File: src/hw/rtl/mpss_pkg.sv
// ============================================================================
// mpss_pkg
// Shared types and constants for the multi-policy stride scheduler.
// ============================================================================
package mpss_pkg;

    localparam logic [16:0] STRIDE_BASE = 17'd100000;
    localparam logic [19:0] PASS_LIMIT  = 20'd1000000;
    localparam logic [6:0]  FULL_SHARE  = 7'd100;
    localparam int          DIV_NUM_W   = 17;
    localparam int          DIV_DEN_W   = 8;

    localparam logic [2:0] POL_ARB    = 3'd0;
    localparam logic [2:0] POL_FIFO   = 3'd1;
    localparam logic [2:0] POL_LIFO   = 3'd2;
    localparam logic [2:0] POL_RR     = 3'd3;
    localparam logic [2:0] POL_STRIDE = 3'd4;

    localparam logic [1:0] MODE_START = 2'd0;
    localparam logic [1:0] MODE_END   = 2'd1;
    localparam logic [1:0] MODE_SCHED = 2'd2;
    localparam logic [1:0] MODE_RATE  = 2'd3;

    typedef struct packed {
        logic [1:0]  mode;
        logic [15:0] client_id;
        logic [6:0]  rate_percent;
    } t_in;

    typedef struct packed {
        logic        ok;
        logic [15:0] chosen_id;
    } t_out;

    typedef enum logic [4:0] {
        CMD_NONE, CMD_LOAD, CMD_SCAN, CMD_START, CMD_RSETUP, CMD_RATE,
        CMD_END_P4, CMD_END_FIRST, CMD_NOSHARE, CMD_DIVN, CMD_DIVQ, CMD_DIVS,
        CMD_TAKE_N, CMD_TAKE_Q, CMD_TAKE_S, CMD_SZERO, CMD_PASS, CMD_SCHED_RB,
        CMD_SADD, CMD_SCHED, CMD_RING_INIT, CMD_RING_STEP, CMD_RING_HIT
    } t_cmd;

    typedef struct packed {
        logic [1:0] mode;
        logic [2:0] policy;
        logic       free_f;
        logic       first_f;
        logic       last_f;
        logic       best_f;
        logic       need_rb;
        logic       rate_bad;
        logic       rn_zero;
        logic       den_zero;
        logic       rest_zero;
        logic       div_done;
        logic       scan_end;
        logic       ring_head_bad;
        logic       ring_hit;
        logic       ring_stop;
    } t_stat;

endpackage

File: src/hw/rtl/mpss_div.sv
// ============================================================================
// mpss_div
// Restoring divider, one quotient bit per cycle.
// ============================================================================
module mpss_div (
    input  logic                           i_clk,
    input  logic                           i_rst_n,
    input  logic                           i_start,
    input  logic [mpss_pkg::DIV_NUM_W-1:0] i_num,
    input  logic [mpss_pkg::DIV_DEN_W-1:0] i_den,
    output logic                           o_done,
    output logic [mpss_pkg::DIV_NUM_W-1:0] o_quo
);
    import mpss_pkg::*;

    localparam int CNT_W = $clog2(DIV_NUM_W + 1);

    logic [DIV_DEN_W-1:0] r_den;
    logic [DIV_DEN_W-1:0] r_rem;
    logic [DIV_NUM_W-1:0] r_quo;
    logic [CNT_W-1:0]     r_cnt;
    logic                 r_run;
    logic                 r_done;
    logic [DIV_DEN_W:0]   rem_sh;
    logic                 fits;

    assign rem_sh = {r_rem, r_quo[DIV_NUM_W-1]};
    assign fits   = (rem_sh >= {1'b0, r_den});

    always_ff @(posedge i_clk) begin
        if (!i_rst_n) begin
            r_run  <= 1'b0;
            r_done <= 1'b0;
        end else begin
            r_done <= 1'b0;
            if (i_start) begin
                r_run <= 1'b1;
            end else if (r_run && (r_cnt == CNT_W'(DIV_NUM_W - 1))) begin
                r_run  <= 1'b0;
                r_done <= 1'b1;
            end
        end
    end

    always_ff @(posedge i_clk) begin
        if (i_start) begin
            r_den <= i_den;
            r_rem <= '0;
            r_quo <= i_num;
            r_cnt <= '0;
        end else if (r_run) begin
            r_rem <= fits ? DIV_DEN_W'(rem_sh - {1'b0, r_den}) : rem_sh[DIV_DEN_W-1:0];
            r_quo <= {r_quo[DIV_NUM_W-2:0], fits};
            r_cnt <= r_cnt + 1'b1;
        end
    end

    assign o_done = r_done;
    assign o_quo  = r_quo;

endmodule

File: src/hw/rtl/mpss_ctrl.sv
// ============================================================================
// mpss_ctrl
// Sequencer that steps the datapath through the work of one item.
// ============================================================================
module mpss_ctrl (
    input  logic             i_clk,
    input  logic             i_rst_n,
    input  logic             start,
    input  mpss_pkg::t_stat  i_stat,
    output mpss_pkg::t_cmd   o_cmd,
    output logic             busy,
    output logic             o_done
);
    import mpss_pkg::*;

    typedef enum logic [3:0] {
        ST_IDLE, ST_SCAN, ST_DECIDE, ST_RATE, ST_DIVN, ST_WAITN, ST_DIVQ, ST_WAITQ,
        ST_DIVS, ST_WAITS, ST_PASS, ST_RBPASS, ST_SADD, ST_RING0, ST_RING, ST_FIN
    } t_state;

    t_state r_state, n_state;
    logic   r_done;
    t_cmd   cmd;

    always_comb begin
        n_state = r_state;
        cmd     = CMD_NONE;
        unique case (r_state)
            ST_IDLE: begin
                if (start) begin
                    cmd     = CMD_LOAD;
                    n_state = ST_SCAN;
                end
            end
            ST_SCAN: begin
                cmd = CMD_SCAN;
                if (i_stat.scan_end) n_state = ST_DECIDE;
            end
            ST_DECIDE: begin
                n_state = ST_FIN;
                unique case (i_stat.mode)
                    MODE_START: begin
                        if (i_stat.free_f) begin
                            cmd = CMD_START;
                            if (i_stat.policy == POL_STRIDE) n_state = ST_RATE;
                        end
                    end
                    MODE_END: begin
                        if (i_stat.policy == POL_RR) begin
                            n_state = ST_RING0;
                        end else if (i_stat.policy == POL_STRIDE) begin
                            if (i_stat.last_f) begin
                                cmd     = CMD_END_P4;
                                n_state = ST_DIVQ;
                            end
                        end else if (i_stat.first_f) begin
                            cmd = CMD_END_FIRST;
                        end
                    end
                    MODE_SCHED: begin
                        if (i_stat.policy == POL_STRIDE) begin
                            if (i_stat.best_f) begin
                                if (i_stat.need_rb) begin
                                    cmd     = CMD_SCHED_RB;
                                    n_state = ST_RBPASS;
                                end else begin
                                    n_state = ST_SADD;
                                end
                            end
                        end else begin
                            cmd = CMD_SCHED;
                        end
                    end
                    default: begin
                        if (i_stat.last_f) begin
                            cmd     = CMD_RSETUP;
                            n_state = ST_RATE;
                        end
                    end
                endcase
            end
            ST_RATE: begin
                if (i_stat.rate_bad) begin
                    n_state = ST_FIN;
                end else begin
                    cmd     = CMD_RATE;
                    n_state = i_stat.rn_zero ? ST_DIVQ : ST_DIVN;
                end
            end
            ST_DIVN: begin
                cmd     = CMD_DIVN;
                n_state = ST_WAITN;
            end
            ST_WAITN: begin
                if (i_stat.div_done) begin
                    cmd     = CMD_TAKE_N;
                    n_state = ST_DIVQ;
                end
            end
            ST_DIVQ: begin
                if (i_stat.den_zero) begin
                    cmd     = CMD_NOSHARE;
                    n_state = ST_PASS;
                end else begin
                    cmd     = CMD_DIVQ;
                    n_state = ST_WAITQ;
                end
            end
            ST_WAITQ: begin
                if (i_stat.div_done) begin
                    cmd     = CMD_TAKE_Q;
                    n_state = ST_DIVS;
                end
            end
            ST_DIVS: begin
                if (i_stat.rest_zero) begin
                    cmd     = CMD_SZERO;
                    n_state = ST_PASS;
                end else begin
                    cmd     = CMD_DIVS;
                    n_state = ST_WAITS;
                end
            end
            ST_WAITS: begin
                if (i_stat.div_done) begin
                    cmd     = CMD_TAKE_S;
                    n_state = ST_PASS;
                end
            end
            ST_PASS: begin
                cmd = CMD_PASS;
                if (i_stat.scan_end) n_state = ST_FIN;
            end
            ST_RBPASS: begin
                cmd = CMD_PASS;
                if (i_stat.scan_end) n_state = ST_SADD;
            end
            ST_SADD: begin
                cmd     = CMD_SADD;
                n_state = ST_FIN;
            end
            ST_RING0: begin
                if (i_stat.ring_head_bad) begin
                    n_state = ST_FIN;
                end else begin
                    cmd     = CMD_RING_INIT;
                    n_state = ST_RING;
                end
            end
            ST_RING: begin
                if (i_stat.ring_hit) begin
                    cmd     = CMD_RING_HIT;
                    n_state = ST_FIN;
                end else if (i_stat.ring_stop) begin
                    n_state = ST_FIN;
                end else begin
                    cmd = CMD_RING_STEP;
                end
            end
            ST_FIN: begin
                n_state = ST_IDLE;
            end
            default: begin
                n_state = ST_IDLE;
            end
        endcase
    end

    always_ff @(posedge i_clk) begin
        if (!i_rst_n) begin
            r_state <= ST_IDLE;
            r_done  <= 1'b0;
        end else begin
            r_state <= n_state;
            r_done  <= (n_state == ST_FIN);
        end
    end

    assign o_cmd  = cmd;
    assign busy   = (r_state != ST_IDLE);
    assign o_done = r_done;

endmodule

File: src/hw/rtl/mpss_dp.sv
// ============================================================================
// mpss_dp
// Client table, policy structures, scan accumulators and the shared divider.
// ============================================================================
module mpss_dp #(
    parameter int NUM_SLOTS = 16
) (
    input  logic            i_clk,
    input  logic            i_rst_n,
    input  logic            i_cfg_we,
    input  logic [2:0]      i_cfg_data,
    input  mpss_pkg::t_in   i_item,
    input  mpss_pkg::t_cmd  i_cmd,
    output mpss_pkg::t_stat o_stat,
    output mpss_pkg::t_out  o_result
);
    import mpss_pkg::*;

    localparam int IW = (NUM_SLOTS > 1) ? $clog2(NUM_SLOTS) : 1;
    localparam int LW = $clog2(NUM_SLOTS + 1);
    localparam logic [LW-1:0] LNULL = LW'(NUM_SLOTS);
    localparam logic [IW-1:0] ILAST = IW'(NUM_SLOTS - 1);

    // Table and policy structures.
    logic          r_valid  [NUM_SLOTS];
    logic [15:0]   r_id     [NUM_SLOTS];
    logic [LW-1:0] r_link   [NUM_SLOTS];
    logic [6:0]    r_req    [NUM_SLOTS];
    logic [16:0]   r_stride [NUM_SLOTS];
    logic [19:0]   r_pass   [NUM_SLOTS];
    logic [IW-1:0] r_fifo   [NUM_SLOTS];
    logic [IW-1:0] r_stack  [NUM_SLOTS];
    logic [6:0]    r_unclaimed;
    logic [LW-1:0] r_head, r_tail, r_cursor;
    logic [IW-1:0] r_rd, r_wr;
    logic [LW-1:0] r_fcnt, r_depth;
    logic [2:0]    r_policy;

    // Item and per-item working registers.
    logic [1:0]    r_mode;
    logic [15:0]   r_cid;
    logic [6:0]    r_n;
    logic [IW-1:0] r_k;
    logic [IW-1:0] r_free, r_first, r_last, r_fv, r_best;
    logic          r_free_f, r_first_f, r_last_f, r_fv_f, r_best_f, r_any;
    logic [19:0]   r_minv, r_bestp, r_minp;
    logic [LW-1:0] r_cnt, r_den;
    logic [IW-1:0] r_t;
    logic [6:0]    r_rn;
    logic [7:0]    r_num, r_rest;
    logic [16:0]   r_s;
    logic          r_share, r_rebase;
    logic [LW-1:0] r_wi, r_wpre;
    logic [IW-1:0] r_step;
    logic          r_ok;
    logic [15:0]   r_chosen;

    // Combinational helpers.
    logic [7:0]    total, rest_num, end_sum;
    logic [6:0]    end_unc;
    logic [LW-1:0] noreq, end_den;
    logic          rate_bad;
    logic [19:0]   min_lim;
    logic [20:0]   sched_sum;
    logic          slot_match;
    logic [IW-1:0] wi_idx, head_idx, tail_idx, pre_idx;
    logic [LW-1:0] wi_link;
    logic [IW-1:0] fifo_nxt_wr, fifo_nxt_rd;
    logic [LW-1:0] cur_sel;
    logic          cur_bad, sel_bad;
    logic [IW-1:0] stack_top, lifo_slot, fifo_slot;
    logic          div_start, div_done;
    logic [DIV_NUM_W-1:0] div_num, div_quo;
    logic [DIV_DEN_W-1:0] div_den;

    assign total     = {1'b0, r_req[r_t]} + {1'b0, r_unclaimed};
    assign rest_num  = total - {1'b0, r_rn};
    assign rate_bad  = (r_rn > FULL_SHARE) || ({1'b0, r_rn} > total);
    assign noreq     = r_cnt - LW'(r_req[r_t] == 7'd0) + LW'(r_rn == 7'd0);
    assign end_sum   = {1'b0, r_unclaimed} + {1'b0, r_req[r_last]};
    assign end_unc   = (end_sum > {1'b0, FULL_SHARE}) ? FULL_SHARE : end_sum[6:0];
    assign end_den   = r_cnt - LW'(r_req[r_last] == 7'd0);
    assign min_lim   = (r_minv > PASS_LIMIT) ? PASS_LIMIT : r_minv;
    assign sched_sum = {1'b0, r_bestp} + {4'b0, r_stride[r_best]};
    assign slot_match = r_valid[r_k] && (r_id[r_k] == r_cid);

    assign wi_idx   = r_wi[IW-1:0];
    assign head_idx = r_head[IW-1:0];
    assign tail_idx = r_tail[IW-1:0];
    assign pre_idx  = r_wpre[IW-1:0];
    assign wi_link  = r_link[wi_idx];

    assign fifo_nxt_wr = (r_wr == ILAST) ? '0 : r_wr + 1'b1;
    assign fifo_nxt_rd = (r_rd == ILAST) ? '0 : r_rd + 1'b1;
    assign fifo_slot   = r_fifo[r_rd];
    assign stack_top   = IW'(r_depth - 1'b1);
    assign lifo_slot   = r_stack[stack_top];

    // Round-robin cursor falls back to the head when it is null or unlinked.
    assign cur_bad = (r_cursor >= LNULL) || (r_link[r_cursor[IW-1:0]] == LNULL);
    assign cur_sel = cur_bad ? r_head : r_cursor;
    assign sel_bad = (cur_sel >= LNULL) || (r_link[cur_sel[IW-1:0]] == LNULL);

    assign div_start = (i_cmd == CMD_DIVN) || (i_cmd == CMD_DIVQ) || (i_cmd == CMD_DIVS);
    assign div_num   = (i_cmd == CMD_DIVQ) ? DIV_NUM_W'(r_num) : STRIDE_BASE;
    always_comb begin
        case (i_cmd)
            CMD_DIVN: div_den = DIV_DEN_W'(r_rn);
            CMD_DIVQ: div_den = DIV_DEN_W'(r_den);
            default:  div_den = r_rest;
        endcase
    end

    mpss_div u_div (
        .i_clk   (i_clk),
        .i_rst_n (i_rst_n),
        .i_start (div_start),
        .i_num   (div_num),
        .i_den   (div_den),
        .o_done  (div_done),
        .o_quo   (div_quo)
    );

    // Table state with defined reset values.
    always_ff @(posedge i_clk) begin
        if (!i_rst_n) begin
            for (int i = 0; i < NUM_SLOTS; i++) begin
                r_valid[i]  <= 1'b0;
                r_link[i]   <= LNULL;
                r_req[i]    <= '0;
                r_stride[i] <= '0;
                r_pass[i]   <= '0;
            end
            r_unclaimed <= FULL_SHARE;
            r_head      <= '0;
            r_tail      <= '0;
            r_cursor    <= '0;
            r_rd        <= '0;
            r_wr        <= '0;
            r_fcnt      <= '0;
            r_depth     <= '0;
            r_policy    <= POL_STRIDE;
        end else begin
            if (i_cfg_we) r_policy <= i_cfg_data;
            case (i_cmd)
                CMD_START: begin
                    r_valid[r_free] <= 1'b1;
                    if (r_policy == POL_FIFO) begin
                        if (r_fcnt < LNULL) begin
                            r_wr   <= fifo_nxt_wr;
                            r_fcnt <= r_fcnt + 1'b1;
                        end
                    end else if (r_policy == POL_LIFO) begin
                        if (r_depth < LNULL) r_depth <= r_depth + 1'b1;
                    end else if (r_policy == POL_RR) begin
                        if ((r_head >= LNULL) || (r_tail >= LNULL)
                            || (r_link[head_idx] == LNULL)) begin
                            r_head         <= LW'(r_free);
                            r_tail         <= LW'(r_free);
                            r_link[r_free] <= LW'(r_free);
                        end else begin
                            r_link[tail_idx] <= LW'(r_free);
                            r_link[r_free]   <= r_head;
                            r_tail           <= LW'(r_free);
                        end
                    end else if (r_policy == POL_STRIDE) begin
                        r_pass[r_free] <= r_any ? r_minv : '0;
                    end
                end
                CMD_RATE: begin
                    r_unclaimed <= (rest_num > {1'b0, FULL_SHARE}) ? FULL_SHARE : rest_num[6:0];
                    r_req[r_t]  <= r_rn;
                    if (r_rn == 7'd0) r_stride[r_t] <= '0;
                end
                CMD_TAKE_N: r_stride[r_t] <= div_quo;
                CMD_END_P4: begin
                    r_valid[r_last] <= 1'b0;
                    r_unclaimed     <= end_unc;
                    r_req[r_last]   <= '0;
                end
                CMD_END_FIRST: begin
                    r_valid[r_first] <= 1'b0;
                    r_unclaimed      <= (({1'b0, r_unclaimed} + {1'b0, r_req[r_first]})
                                        > {1'b0, FULL_SHARE}) ? FULL_SHARE
                                        : r_unclaimed + r_req[r_first];
                    r_req[r_first]   <= '0;
                    if (r_depth != '0) r_depth <= r_depth - 1'b1;
                    if (r_fcnt != '0) begin
                        r_rd   <= fifo_nxt_rd;
                        r_fcnt <= r_fcnt - 1'b1;
                    end
                end
                CMD_PASS: begin
                    if (r_share && (r_req[r_k] == 7'd0)) r_stride[r_k] <= r_s;
                    if (r_rebase && r_valid[r_k]) r_pass[r_k] <= r_pass[r_k] - r_minp;
                end
                CMD_SADD: r_pass[r_best] <= r_pass[r_best] + {3'b0, r_stride[r_best]};
                CMD_SCHED: begin
                    if ((r_policy == POL_RR) && !sel_bad) begin
                        r_cursor <= r_link[cur_sel[IW-1:0]];
                    end
                end
                CMD_RING_HIT: begin
                    r_valid[wi_idx] <= 1'b0;
                    r_unclaimed     <= (({1'b0, r_unclaimed} + {1'b0, r_req[wi_idx]})
                                       > {1'b0, FULL_SHARE}) ? FULL_SHARE
                                       : r_unclaimed + r_req[wi_idx];
                    r_req[wi_idx]   <= '0;
                    if (wi_link == r_wi) begin
                        r_link[wi_idx] <= LNULL;
                    end else if (r_wi == r_head) begin
                        r_head <= wi_link;
                        if (r_tail < LNULL) r_link[tail_idx] <= wi_link;
                        r_link[wi_idx] <= LNULL;
                    end else if (r_wpre < LNULL) begin
                        r_link[pre_idx] <= wi_link;
                        if (r_wi == r_tail) r_tail <= r_wpre;
                        r_link[wi_idx] <= LNULL;
                    end
                end
                default: ;
            endcase
        end
    end

    // Payload stores and per-item working registers.
    always_ff @(posedge i_clk) begin
        r_k <= ((i_cmd == CMD_SCAN) || (i_cmd == CMD_PASS))
               ? ((r_k == ILAST) ? '0 : r_k + 1'b1) : '0;
        case (i_cmd)
            CMD_LOAD: begin
                r_mode    <= i_item.mode;
                r_cid     <= i_item.client_id;
                r_n       <= i_item.rate_percent;
                r_free_f  <= 1'b0;
                r_first_f <= 1'b0;
                r_last_f  <= 1'b0;
                r_fv_f    <= 1'b0;
                r_best_f  <= 1'b0;
                r_any     <= 1'b0;
                r_minv    <= '0;
                r_cnt     <= '0;
                r_ok      <= 1'b0;
                r_chosen  <= '0;
            end
            CMD_SCAN: begin
                if (!r_valid[r_k] && !r_free_f) begin
                    r_free   <= r_k;
                    r_free_f <= 1'b1;
                end
                if (slot_match && !r_first_f) begin
                    r_first   <= r_k;
                    r_first_f <= 1'b1;
                end
                if (slot_match) begin
                    r_last   <= r_k;
                    r_last_f <= 1'b1;
                end
                if (r_valid[r_k]) begin
                    if (!r_fv_f) begin
                        r_fv   <= r_k;
                        r_fv_f <= 1'b1;
                    end
                    if (!r_any || (r_pass[r_k] < r_minv)) r_minv <= r_pass[r_k];
                    r_any <= 1'b1;
                    if (r_req[r_k] == 7'd0) r_cnt <= r_cnt + 1'b1;
                    if (!((r_req[r_k] == 7'd0) && (r_unclaimed == 7'd0))
                        && (!r_best_f || (r_pass[r_k] <= r_bestp))) begin
                        r_best   <= r_k;
                        r_bestp  <= r_pass[r_k];
                        r_best_f <= 1'b1;
                    end
                end
            end
            CMD_START: begin
                r_id[r_free] <= r_cid;
                r_ok         <= 1'b1;
                if ((r_policy == POL_FIFO) && (r_fcnt < LNULL)) r_fifo[r_wr] <= r_free;
                if ((r_policy == POL_LIFO) && (r_depth < LNULL)) begin
                    r_stack[r_depth[IW-1:0]] <= r_free;
                end
                // The new entry joins the unrequested count of the rate update.
                r_t    <= r_free;
                r_rn   <= '0;
                r_minp <= r_any ? min_lim : '0;
                r_cnt  <= r_cnt + 1'b1;
            end
            CMD_RSETUP: begin
                r_t    <= r_last;
                r_rn   <= r_n;
                r_minp <= min_lim;
            end
            CMD_RATE: begin
                r_num    <= rest_num;
                r_den    <= noreq;
                r_share  <= 1'b1;
                r_rebase <= 1'b1;
                r_ok     <= 1'b1;
            end
            CMD_END_P4: begin
                r_num    <= {1'b0, end_unc};
                r_den    <= end_den;
                r_share  <= 1'b1;
                r_rebase <= 1'b0;
                r_ok     <= 1'b1;
            end
            CMD_END_FIRST: r_ok <= 1'b1;
            CMD_NOSHARE:   r_share <= 1'b0;
            CMD_TAKE_Q:    r_rest <= div_quo[7:0];
            CMD_TAKE_S:    r_s <= div_quo;
            CMD_SZERO:     r_s <= '0;
            CMD_SCHED_RB: begin
                r_minp   <= r_bestp;
                r_share  <= 1'b0;
                r_rebase <= 1'b1;
            end
            CMD_SADD: begin
                r_ok     <= 1'b1;
                r_chosen <= r_id[r_best];
            end
            CMD_SCHED: begin
                case (r_policy)
                    POL_ARB: begin
                        if (r_fv_f) begin
                            r_ok     <= 1'b1;
                            r_chosen <= r_id[r_fv];
                        end
                    end
                    POL_FIFO: begin
                        if ((r_fcnt != '0) && r_valid[fifo_slot]) begin
                            r_ok     <= 1'b1;
                            r_chosen <= r_id[fifo_slot];
                        end
                    end
                    POL_LIFO: begin
                        if ((r_depth != '0) && r_valid[lifo_slot]) begin
                            r_ok     <= 1'b1;
                            r_chosen <= r_id[lifo_slot];
                        end
                    end
                    POL_RR: begin
                        if (!sel_bad && r_valid[cur_sel[IW-1:0]]) begin
                            r_ok     <= 1'b1;
                            r_chosen <= r_id[cur_sel[IW-1:0]];
                        end
                    end
                    default: ;
                endcase
            end
            CMD_RING_INIT: begin
                r_wi   <= r_head;
                r_wpre <= LNULL;
                r_step <= '0;
            end
            CMD_RING_STEP: begin
                r_wpre <= r_wi;
                r_wi   <= wi_link;
                r_step <= r_step + 1'b1;
            end
            CMD_RING_HIT: r_ok <= 1'b1;
            default: ;
        endcase
    end

    always_comb begin
        o_stat.mode          = r_mode;
        o_stat.policy        = r_policy;
        o_stat.free_f        = r_free_f;
        o_stat.first_f       = r_first_f;
        o_stat.last_f        = r_last_f;
        o_stat.best_f        = r_best_f;
        o_stat.need_rb       = (sched_sum > {1'b0, PASS_LIMIT});
        o_stat.rate_bad      = rate_bad;
        o_stat.rn_zero       = (r_rn == 7'd0);
        o_stat.den_zero      = (r_den == '0);
        o_stat.rest_zero     = (r_rest == 8'd0);
        o_stat.div_done      = div_done;
        o_stat.scan_end      = (r_k == ILAST);
        o_stat.ring_head_bad = (r_head >= LNULL) || (r_link[head_idx] == LNULL);
        o_stat.ring_hit      = r_valid[wi_idx] && (r_id[wi_idx] == r_cid);
        o_stat.ring_stop     = (wi_link >= LNULL) || (wi_link == r_head) || (r_step == ILAST);
    end

    assign o_result.ok        = r_ok;
    assign o_result.chosen_id = r_chosen;

endmodule

File: src/hw/rtl/multi_policy_stride_scheduler_top.sv
// ============================================================================
// multi_policy_stride_scheduler_top
// Client-slot scheduler with arbitrary, FIFO, LIFO, round-robin and stride
// policies.
// ============================================================================
// An item is taken when start is high and busy is low; its one result shows
// on o_result for the single cycle that o_done is high and cannot be held
// off. Every item first scans the table one slot per cycle, then passes
// through a decide state and ends in a finish state. Start, end and
// schedule under the simple policies go from the decide state straight to
// the finish state. A stride schedule that must rebase adds another slot
// sweep. Accepted rate requests, stride starts and stride ends run up to
// three passes of the shared divider followed by a slot sweep. A
// round-robin end walks the ring one link per cycle. The policy register
// is written through i_cfg_we; the user must write it only while the block
// is idle, and the block itself does not enforce this.
module multi_policy_stride_scheduler_top #(
    parameter int NUM_SLOTS = 16
) (
    input  logic           i_clk,
    input  logic           i_rst_n,
    input  logic           i_cfg_we,
    input  logic [2:0]     i_cfg_data,
    input  logic           start,
    input  mpss_pkg::t_in  i_item,
    output logic           busy,
    output logic           o_done,
    output mpss_pkg::t_out o_result
);
    import mpss_pkg::*;

    t_cmd  cmd;
    t_stat stat;

    mpss_ctrl u_ctrl (
        .i_clk   (i_clk),
        .i_rst_n (i_rst_n),
        .start   (start),
        .i_stat  (stat),
        .o_cmd   (cmd),
        .busy    (busy),
        .o_done  (o_done)
    );

    mpss_dp #(
        .NUM_SLOTS (NUM_SLOTS)
    ) u_dp (
        .i_clk      (i_clk),
        .i_rst_n    (i_rst_n),
        .i_cfg_we   (i_cfg_we),
        .i_cfg_data (i_cfg_data),
        .i_item     (i_item),
        .i_cmd      (cmd),
        .o_stat     (stat),
        .o_result   (o_result)
    );

endmodule

File: config.mk
export PLATFORM = sky130hd
export DESIGN_NAME = multi_policy_stride_scheduler_top
export DESIGN_NICKNAME = d
export VERILOG_FILES = /design/src/hw/rtl/mpss_pkg.sv /design/src/hw/rtl/mpss_div.sv /design/src/hw/rtl/mpss_ctrl.sv /design/src/hw/rtl/mpss_dp.sv /design/src/hw/rtl/multi_policy_stride_scheduler_top.sv
export SDC_FILE = /design/constraint.sdc
export NUM_CORES = 2
export LEC_CHECK = 0
export BUFFER_PORTS_ARGS = -buffer_cell sky130_fd_sc_hd__buf_2
export CAP_MARGIN = 10
export CORE_ASPECT_RATIO = 1.25
export CORE_MARGIN = 2
export CORE_UTILIZATION = 54
export CTS_CLUSTER_DIAMETER = 200
export DETAILED_ROUTE_END_ITERATION = 7
export PLACE_DENSITY_LB_ADDON = 0.15
export SYNTH_ARGS = -nofsm -noshare
export SYNTH_HDL_FRONTEND = slang
export SYNTH_SLANG_ARGS = --single-unit
File: constraint.sdc
create_clock -name i_clk -period 25.8 [get_ports i_clk]
set_clock_uncertainty 0.15 [all_clocks]
set_input_delay 5.16 -clock i_clk [delete_from_list [all_inputs] [get_ports i_clk]]
set_output_delay 5.16 -clock i_clk [all_outputs]
set_load 0.005 [all_outputs]
# Yosys cells after proc, flatten, opt, wreduce, memory -nomap -nowiden
# Memories as Yosys holds them, arrays and structs flattened. A register that Yosys moved wholly into a read port is not among the register bits.
# Index checks and enable logic that the tools add are counted.
[word_totals]
memories = 8
elab_cells = 603
ramBits = 1184
in_bits = 32
regBits = 289
out_inout_bits = 19
[mem_list]
columns = ["name", "words", "width", "rd", "rd_clocked_by_memory_dff", "wr", "line_no", "text"]
rows = [
  ["u_dp.r_pass", 16, 20, 2, 2, 16, "mpss_dp.sv:30", "logic [19:0] r_pass [NUM_SLOTS];"],
  ["u_dp.r_stride", 16, 17, 1, 1, 16, "mpss_dp.sv:29", "logic [16:0] r_stride [NUM_SLOTS];"],
  ["u_dp.r_id", 16, 16, 7, 4, 1, "mpss_dp.sv:26", "logic [15:0] r_id [NUM_SLOTS];"],
  ["u_dp.r_req", 16, 7, 5, 5, 16, "mpss_dp.sv:28", "logic [6:0] r_req [NUM_SLOTS];"],
  ["u_dp.r_link", 16, 5, 4, 3, 16, "mpss_dp.sv:27", "logic [LW-1:0] r_link [NUM_SLOTS];"],
  ["u_dp.r_fifo", 16, 4, 1, 1, 1, "mpss_dp.sv:31", "logic [IW-1:0] r_fifo [NUM_SLOTS];"],
  ["+2 memories", "-", "-", "-", "-", "-", "-", ""],
]
[op_classes]
addsub = 24
n_bitwise = 17
magnitude_cmp = 20
muxes = 289
reduce_logical = 109
eq_ne = 88
[ops]
columns = ["op", "n"]
rows = [
  ["4-bit 2-to-1 mux", 62],
  ["5-bit 2-to-1 mux", 39],
  ["20-bit 2-to-1 mux", 8],
  ["1-bit 2-to-1 mux", 119],
  ["17-bit 2-to-1 mux", 6],
  ["5-bit one-hot mux with 14 select lines", 1],
  ["5-bit one-hot mux with 2 select lines", 7],
  ["16-bit 2-to-1 mux", 4],
  ["16-bit one-hot mux with 4 select lines", 1],
  ["4-bit one-hot mux with 16 select lines", 1],
  ["20-bit one-hot mux with 3 select lines", 1],
  ["20-bit OR reduction", 3],
  ["7-bit 2-to-1 mux", 8],
  ["5-bit equality test, second input constant", 11],
  ["4-bit equality test, second input constant", 13],
  ["16-bit one-hot mux with 3 select lines", 1],
  ["5-bit by 4-bit equality test with 1-bit output, second input constant", 8],
  ["20-bit one-hot mux with 2 select lines", 1],
  ["7-bit zero test", 5],
  ["17-bit one-hot mux with 2 select lines", 1],
  ["17-bit OR reduction", 2],
  ["7-bit by 7-bit adder with 8-bit output", 4],
  ["16-bit equality test", 2],
  ["8-bit by 7-bit greater-than comparator with 1-bit output, second input constant", 4],
  ["77 further kinds", 235],
]

# Depth between registers and ports, before layout
[depth]
depth_word = 19
depth_mapped = 29
mapped_depth_nobuf = 25

# Modules after synthesis
# From an unflattened synthesis, not the netlist that was laid out.
[unflattened]
hier_cells = 6983
area_unflattened_um2 = 90476.8
[by_module_without_submodules]
columns = ["module", "instances", "seq_area_each_um2", "cells_each", "area_each_um2"]
rows = [
  ["mpss_dp", 1, 42971.2, 6681, 87632.8],
  ["mpss_div", 1, 1051.0, 169, 1996.9],
  ["mpss_ctrl", 1, 100.1, 133, 847.1],
]

# Worst setup path after synthesis
# OpenSTA, ideal clock, no wires.
[synth_timing]
kind = "register to register"
start = "register with a tool-made name"
end = "memory u_dp.r_id[1][0], enable pin"
setup_time_ns = 0.430
path_slack_ns = 17.116
path_buffers = 6
arrival_time_ns = 8.104
t_required_ns = 25.220
path_stages_with_launch = 22
period_less_slack_ns = 8.684
cell_sequence = "dfxtp_1 -> clkbuf_1 -> clkbuf_1 -> clkbuf_1 -> buf_1 -> buf_1 -> mux4_2 -> mux4_2 -> ha_1 -> fa_1 -> a211oi_1 -> o211ai_1 -> a41oi_1 -> o21ai_0 -> o211a_1 -> o21a_1 -> a32oi_1 -> o2111ai_1 -> buf_2 -> a21oi_1 -> nand2_1 -> nor4_1"
[synth_lines]
columns = ["element", "line_no"]
rows = [
  ["end, declared", "mpss_dp.sv:26"],
]

==> impl_results.md <==
- Cell area after synthesis: 91,400 um2
- VDD IR max: approximately 63 uV
- H-tree Lvls: 4
- Setup Fix Bufs, Post-CTS: 0
- Crit path time final: roughly 9.3 ns
- Die Y: 464 um
- Post_cts resized: 0
- Most frequent cell after synthesis: edfxtp_1
- CTS tree: done
- Initial antenna violation count: 11
- DRC marker count from the first detailed-route iteration: around 10k
- Routed len/inst: about 33 um
- Top cell type's share of synthesized area: 0.457
- Worst r2r path cells: 19
- Pre-antenna DRT Iters: 8
- # rows: 168
- Fin Setup TNS: 0 ns
- Fin crit share: 0.359
- WP depth: 19
- All-layer global routing usage: 0.355
- Clock root buffer: clkbuf_16
- Fin util: 0.589
- Worst-margin pin slew: roughly 1.3 ns
- Initial Util: 0.544
- Final non-filler cell total: around 9.3k
- Failing checks: design-rule violations
- Ranking of synthesized cells by area: edfxtp_1 (46%), mux4_2 (22%), nor2_1 (3.6%)
- Detail Placement HPWL: between 200,000 and 250,000 um
- Asr flop ratio synth: 0
- Core Footprint: approximately 170,000 um2
- Synthesized Nets: 7,346
- ANT nets after route: 0
- CP delay by family, top: compound AO/OA/AOI/OAI gates
- CP Cell Sequence: buf_4 -> mux4_2 -> mux4_2 -> ha_1 -> fa_1 -> a211oi_1 -> o211ai_1 -> a41oi_1 -> o21ai_0 -> o211a_1 -> o21a_1 -> a32oi_1 -> o2111a_1 -> nor4_4 -> buf_4 -> or2_2 -> a32oi_1 -> nand2b_1 -> nand2_1
- Status: complete, but fails checks
- Hold WS: roughly 0.29 ns
- Slew headroom: 0.161
- Vias in the first global route: ~65k
- Port Buffers: 50
- Largest net degree at the start of global routing: around 110
- Pleak: between 30 and 40 nW
- Max Slew Vio Count: 0
- CTS max path bufs: 3
- Final Setup Violations: 0
- DP Area: slightly above 90,000 um2
- TritonCTS Buffers: between 150 and 200
- Design Power: about 5.6 mW
- Vias: a little under 70k
- Largest stage delay, worst path: 0.73 ns
- DRC: 2
- GP Congestion: roughly 1
- Post-synth top area cell: edfxtp_1
- Yosys warnings: 0
- Worst setup EP type: flop
- Worst setup margin: around 17 ns
- Routed vias/inst: around 7.3
- Worst min path class: reg2reg
- RSZ-0062 raised after global routing: false
- Crit path kind: reg2reg
- Crit path launch type: flop
- Buf/Inv on CP: 2
- Clk Latency, worst-skew pair: ~0.86 ns
- Netlist cell types: roughly 110
- Seq/Total Area, Yosys: 0.483
- Final instance area: slightly below 100,000 um2
- GRT overflow: 0
- Max-Cap Viols: 0
- Final net count: approximately 7k
- Area Growth Syn to Fin: 8.25%
- Crit Path Max Fanout: 39
- Most instantiated cells after synthesis: edfxtp_1 (1,390), mux4_2 (887), nor2_1 (886)
- Reg clk slew, reported paths: roughly 0.06 ns
- DIE AREA: ~170,000 um2
- Fmax: approximately 110 MHz
- I/O pins: a little over 50
- Hold buffer count at cts: 0
- Post-Syn Instances: between 7k and 8k
- Worst Path Required: approximately 26 ns
- Hold depth: 2
- Layout cells sized above 1: 0.218
- First-pass GRT wire length: approximately 450,000 um
- Hold Crit Start: u_dp.r_fv[3]$_DFFE_PP_
- Average cell area after synthesis: between 10 and 15 um2
- P per Cell Area: around 57 nW/um2
- Hold Fails Final Rpt: 0
- WL final: 307,000 um
- Synth Register Bits: 1,509
- Critical-path top delay cell: nand2b_1
- Most used DFF post-synth: edfxtp_1
- Clk sink count: roughly 1.5k
- Worst Path Arrival: approximately 9.4 ns
- EDFF count, synth: roughly 1.4k
- DP Worst Slack: ~16 ns
- Placed Instances: 8,983
- Die X: approximately 370 um
[cells by family after synthesis]
logic type	synth area share
and+or+nand+nor	0.115
DFF	0.483
muxes	0.247
AOI/OAI and AO/OA	0.0822
buffers and inverters	0.0332
adders and majority gates	0.0247
xor gates and xnor gates	0.0146
[final cells by class]
type	count	area, um2
Sequential cell	1509	44200
Fill cell	13142	69000
Timing Repair Buffer	202	1470
Tap cell	2210	2770
Multi-Input combinational cell	4878	44500
Clock inverter	90	1090
Inverter	185	694
Clock buffer	198	4220
Antenna cell	2	5.00
[state kept, by name, indices dropped and copies added (netlist names), 16 cells and up, named ones only]
register          flops
u_dp.r_s             17
u_dp.r_id           256
u_dp.u_div.o_quo     17
u_dp.r_minv          20
u_dp.r_cid           16
u_dp.r_fifo          64
u_dp.r_stride       272
u_dp.r_stack         64
u_dp.r_chosen        16
u_dp.r_link          80
u_dp.r_bestp         20
u_dp.r_pass         320
u_dp.r_req          112
u_dp.r_valid         16
u_dp.r_minp          20
[tightest hold or removal path: cells and delay by family (launching register included)]
| kind | cells | cell delay [ns] |
|---|---|---|
| flip-flops | 1 | 0.32 |
| AND/OR/NAND/NOR | 2 | 0.09 |
[path summary, 6_finish.rpt]
check	endpoint	slack, ns
setup reg to reg	u_dp.r_stride[13][7]$_SDFFCE_PN0P_	16.54
setup / recovery	u_dp.r_stride[13][7]$_SDFFCE_PN0P_	16.54
hold reg to reg	flop	0.29
hold / removal	flop	0.29
[report_power, final]
group | total, mW | switching (mW) | internal, mW
registers | 2.80 | 0.0617 | 2.74
logic | 0.474 | 0.289 | 0.186
clock network | 2.38 | 1.03 | 1.35
total | 5.65 | 1.38 | 4.27
[layout by cell type, fill, tap and decap left out, drive strengths merged, types with 45 or more instances in the layout]
cell type	Yosys	final
mux4	887	887
nand4	48	48
inv	183	193
nor2	887	887
buf	177	201
a211oi	107	107
nor4	69	69
ha	163	163
nor2b	102	102
o22ai	101	101
edfxtp	1390	1390
a31oi	61	61
a311oi	67	67
clkinv	2	58
nand2b	45	45
o211ai	60	60
and3	59	59
a22oi	54	54
mux2i	189	189
mux2	66	66
a21oi	198	198
nor3	111	111
nand2	694	694
dfxtp	119	119
xnor2	114	114
nand3	148	148
clkbuf	391	199
o21ai	178	178
a21o	56	56
and2	71	71
[layer usage]
layer	GRT usage	vias up	routed length [um]
met1	0.454	33819	106000
met3	0.0897	1087	36500
met5	0	-	58
met2	0.547	4822	142000
li1	-	27547	-
met4	0.212	10	21600
Power figures use the tool's default switching activity.
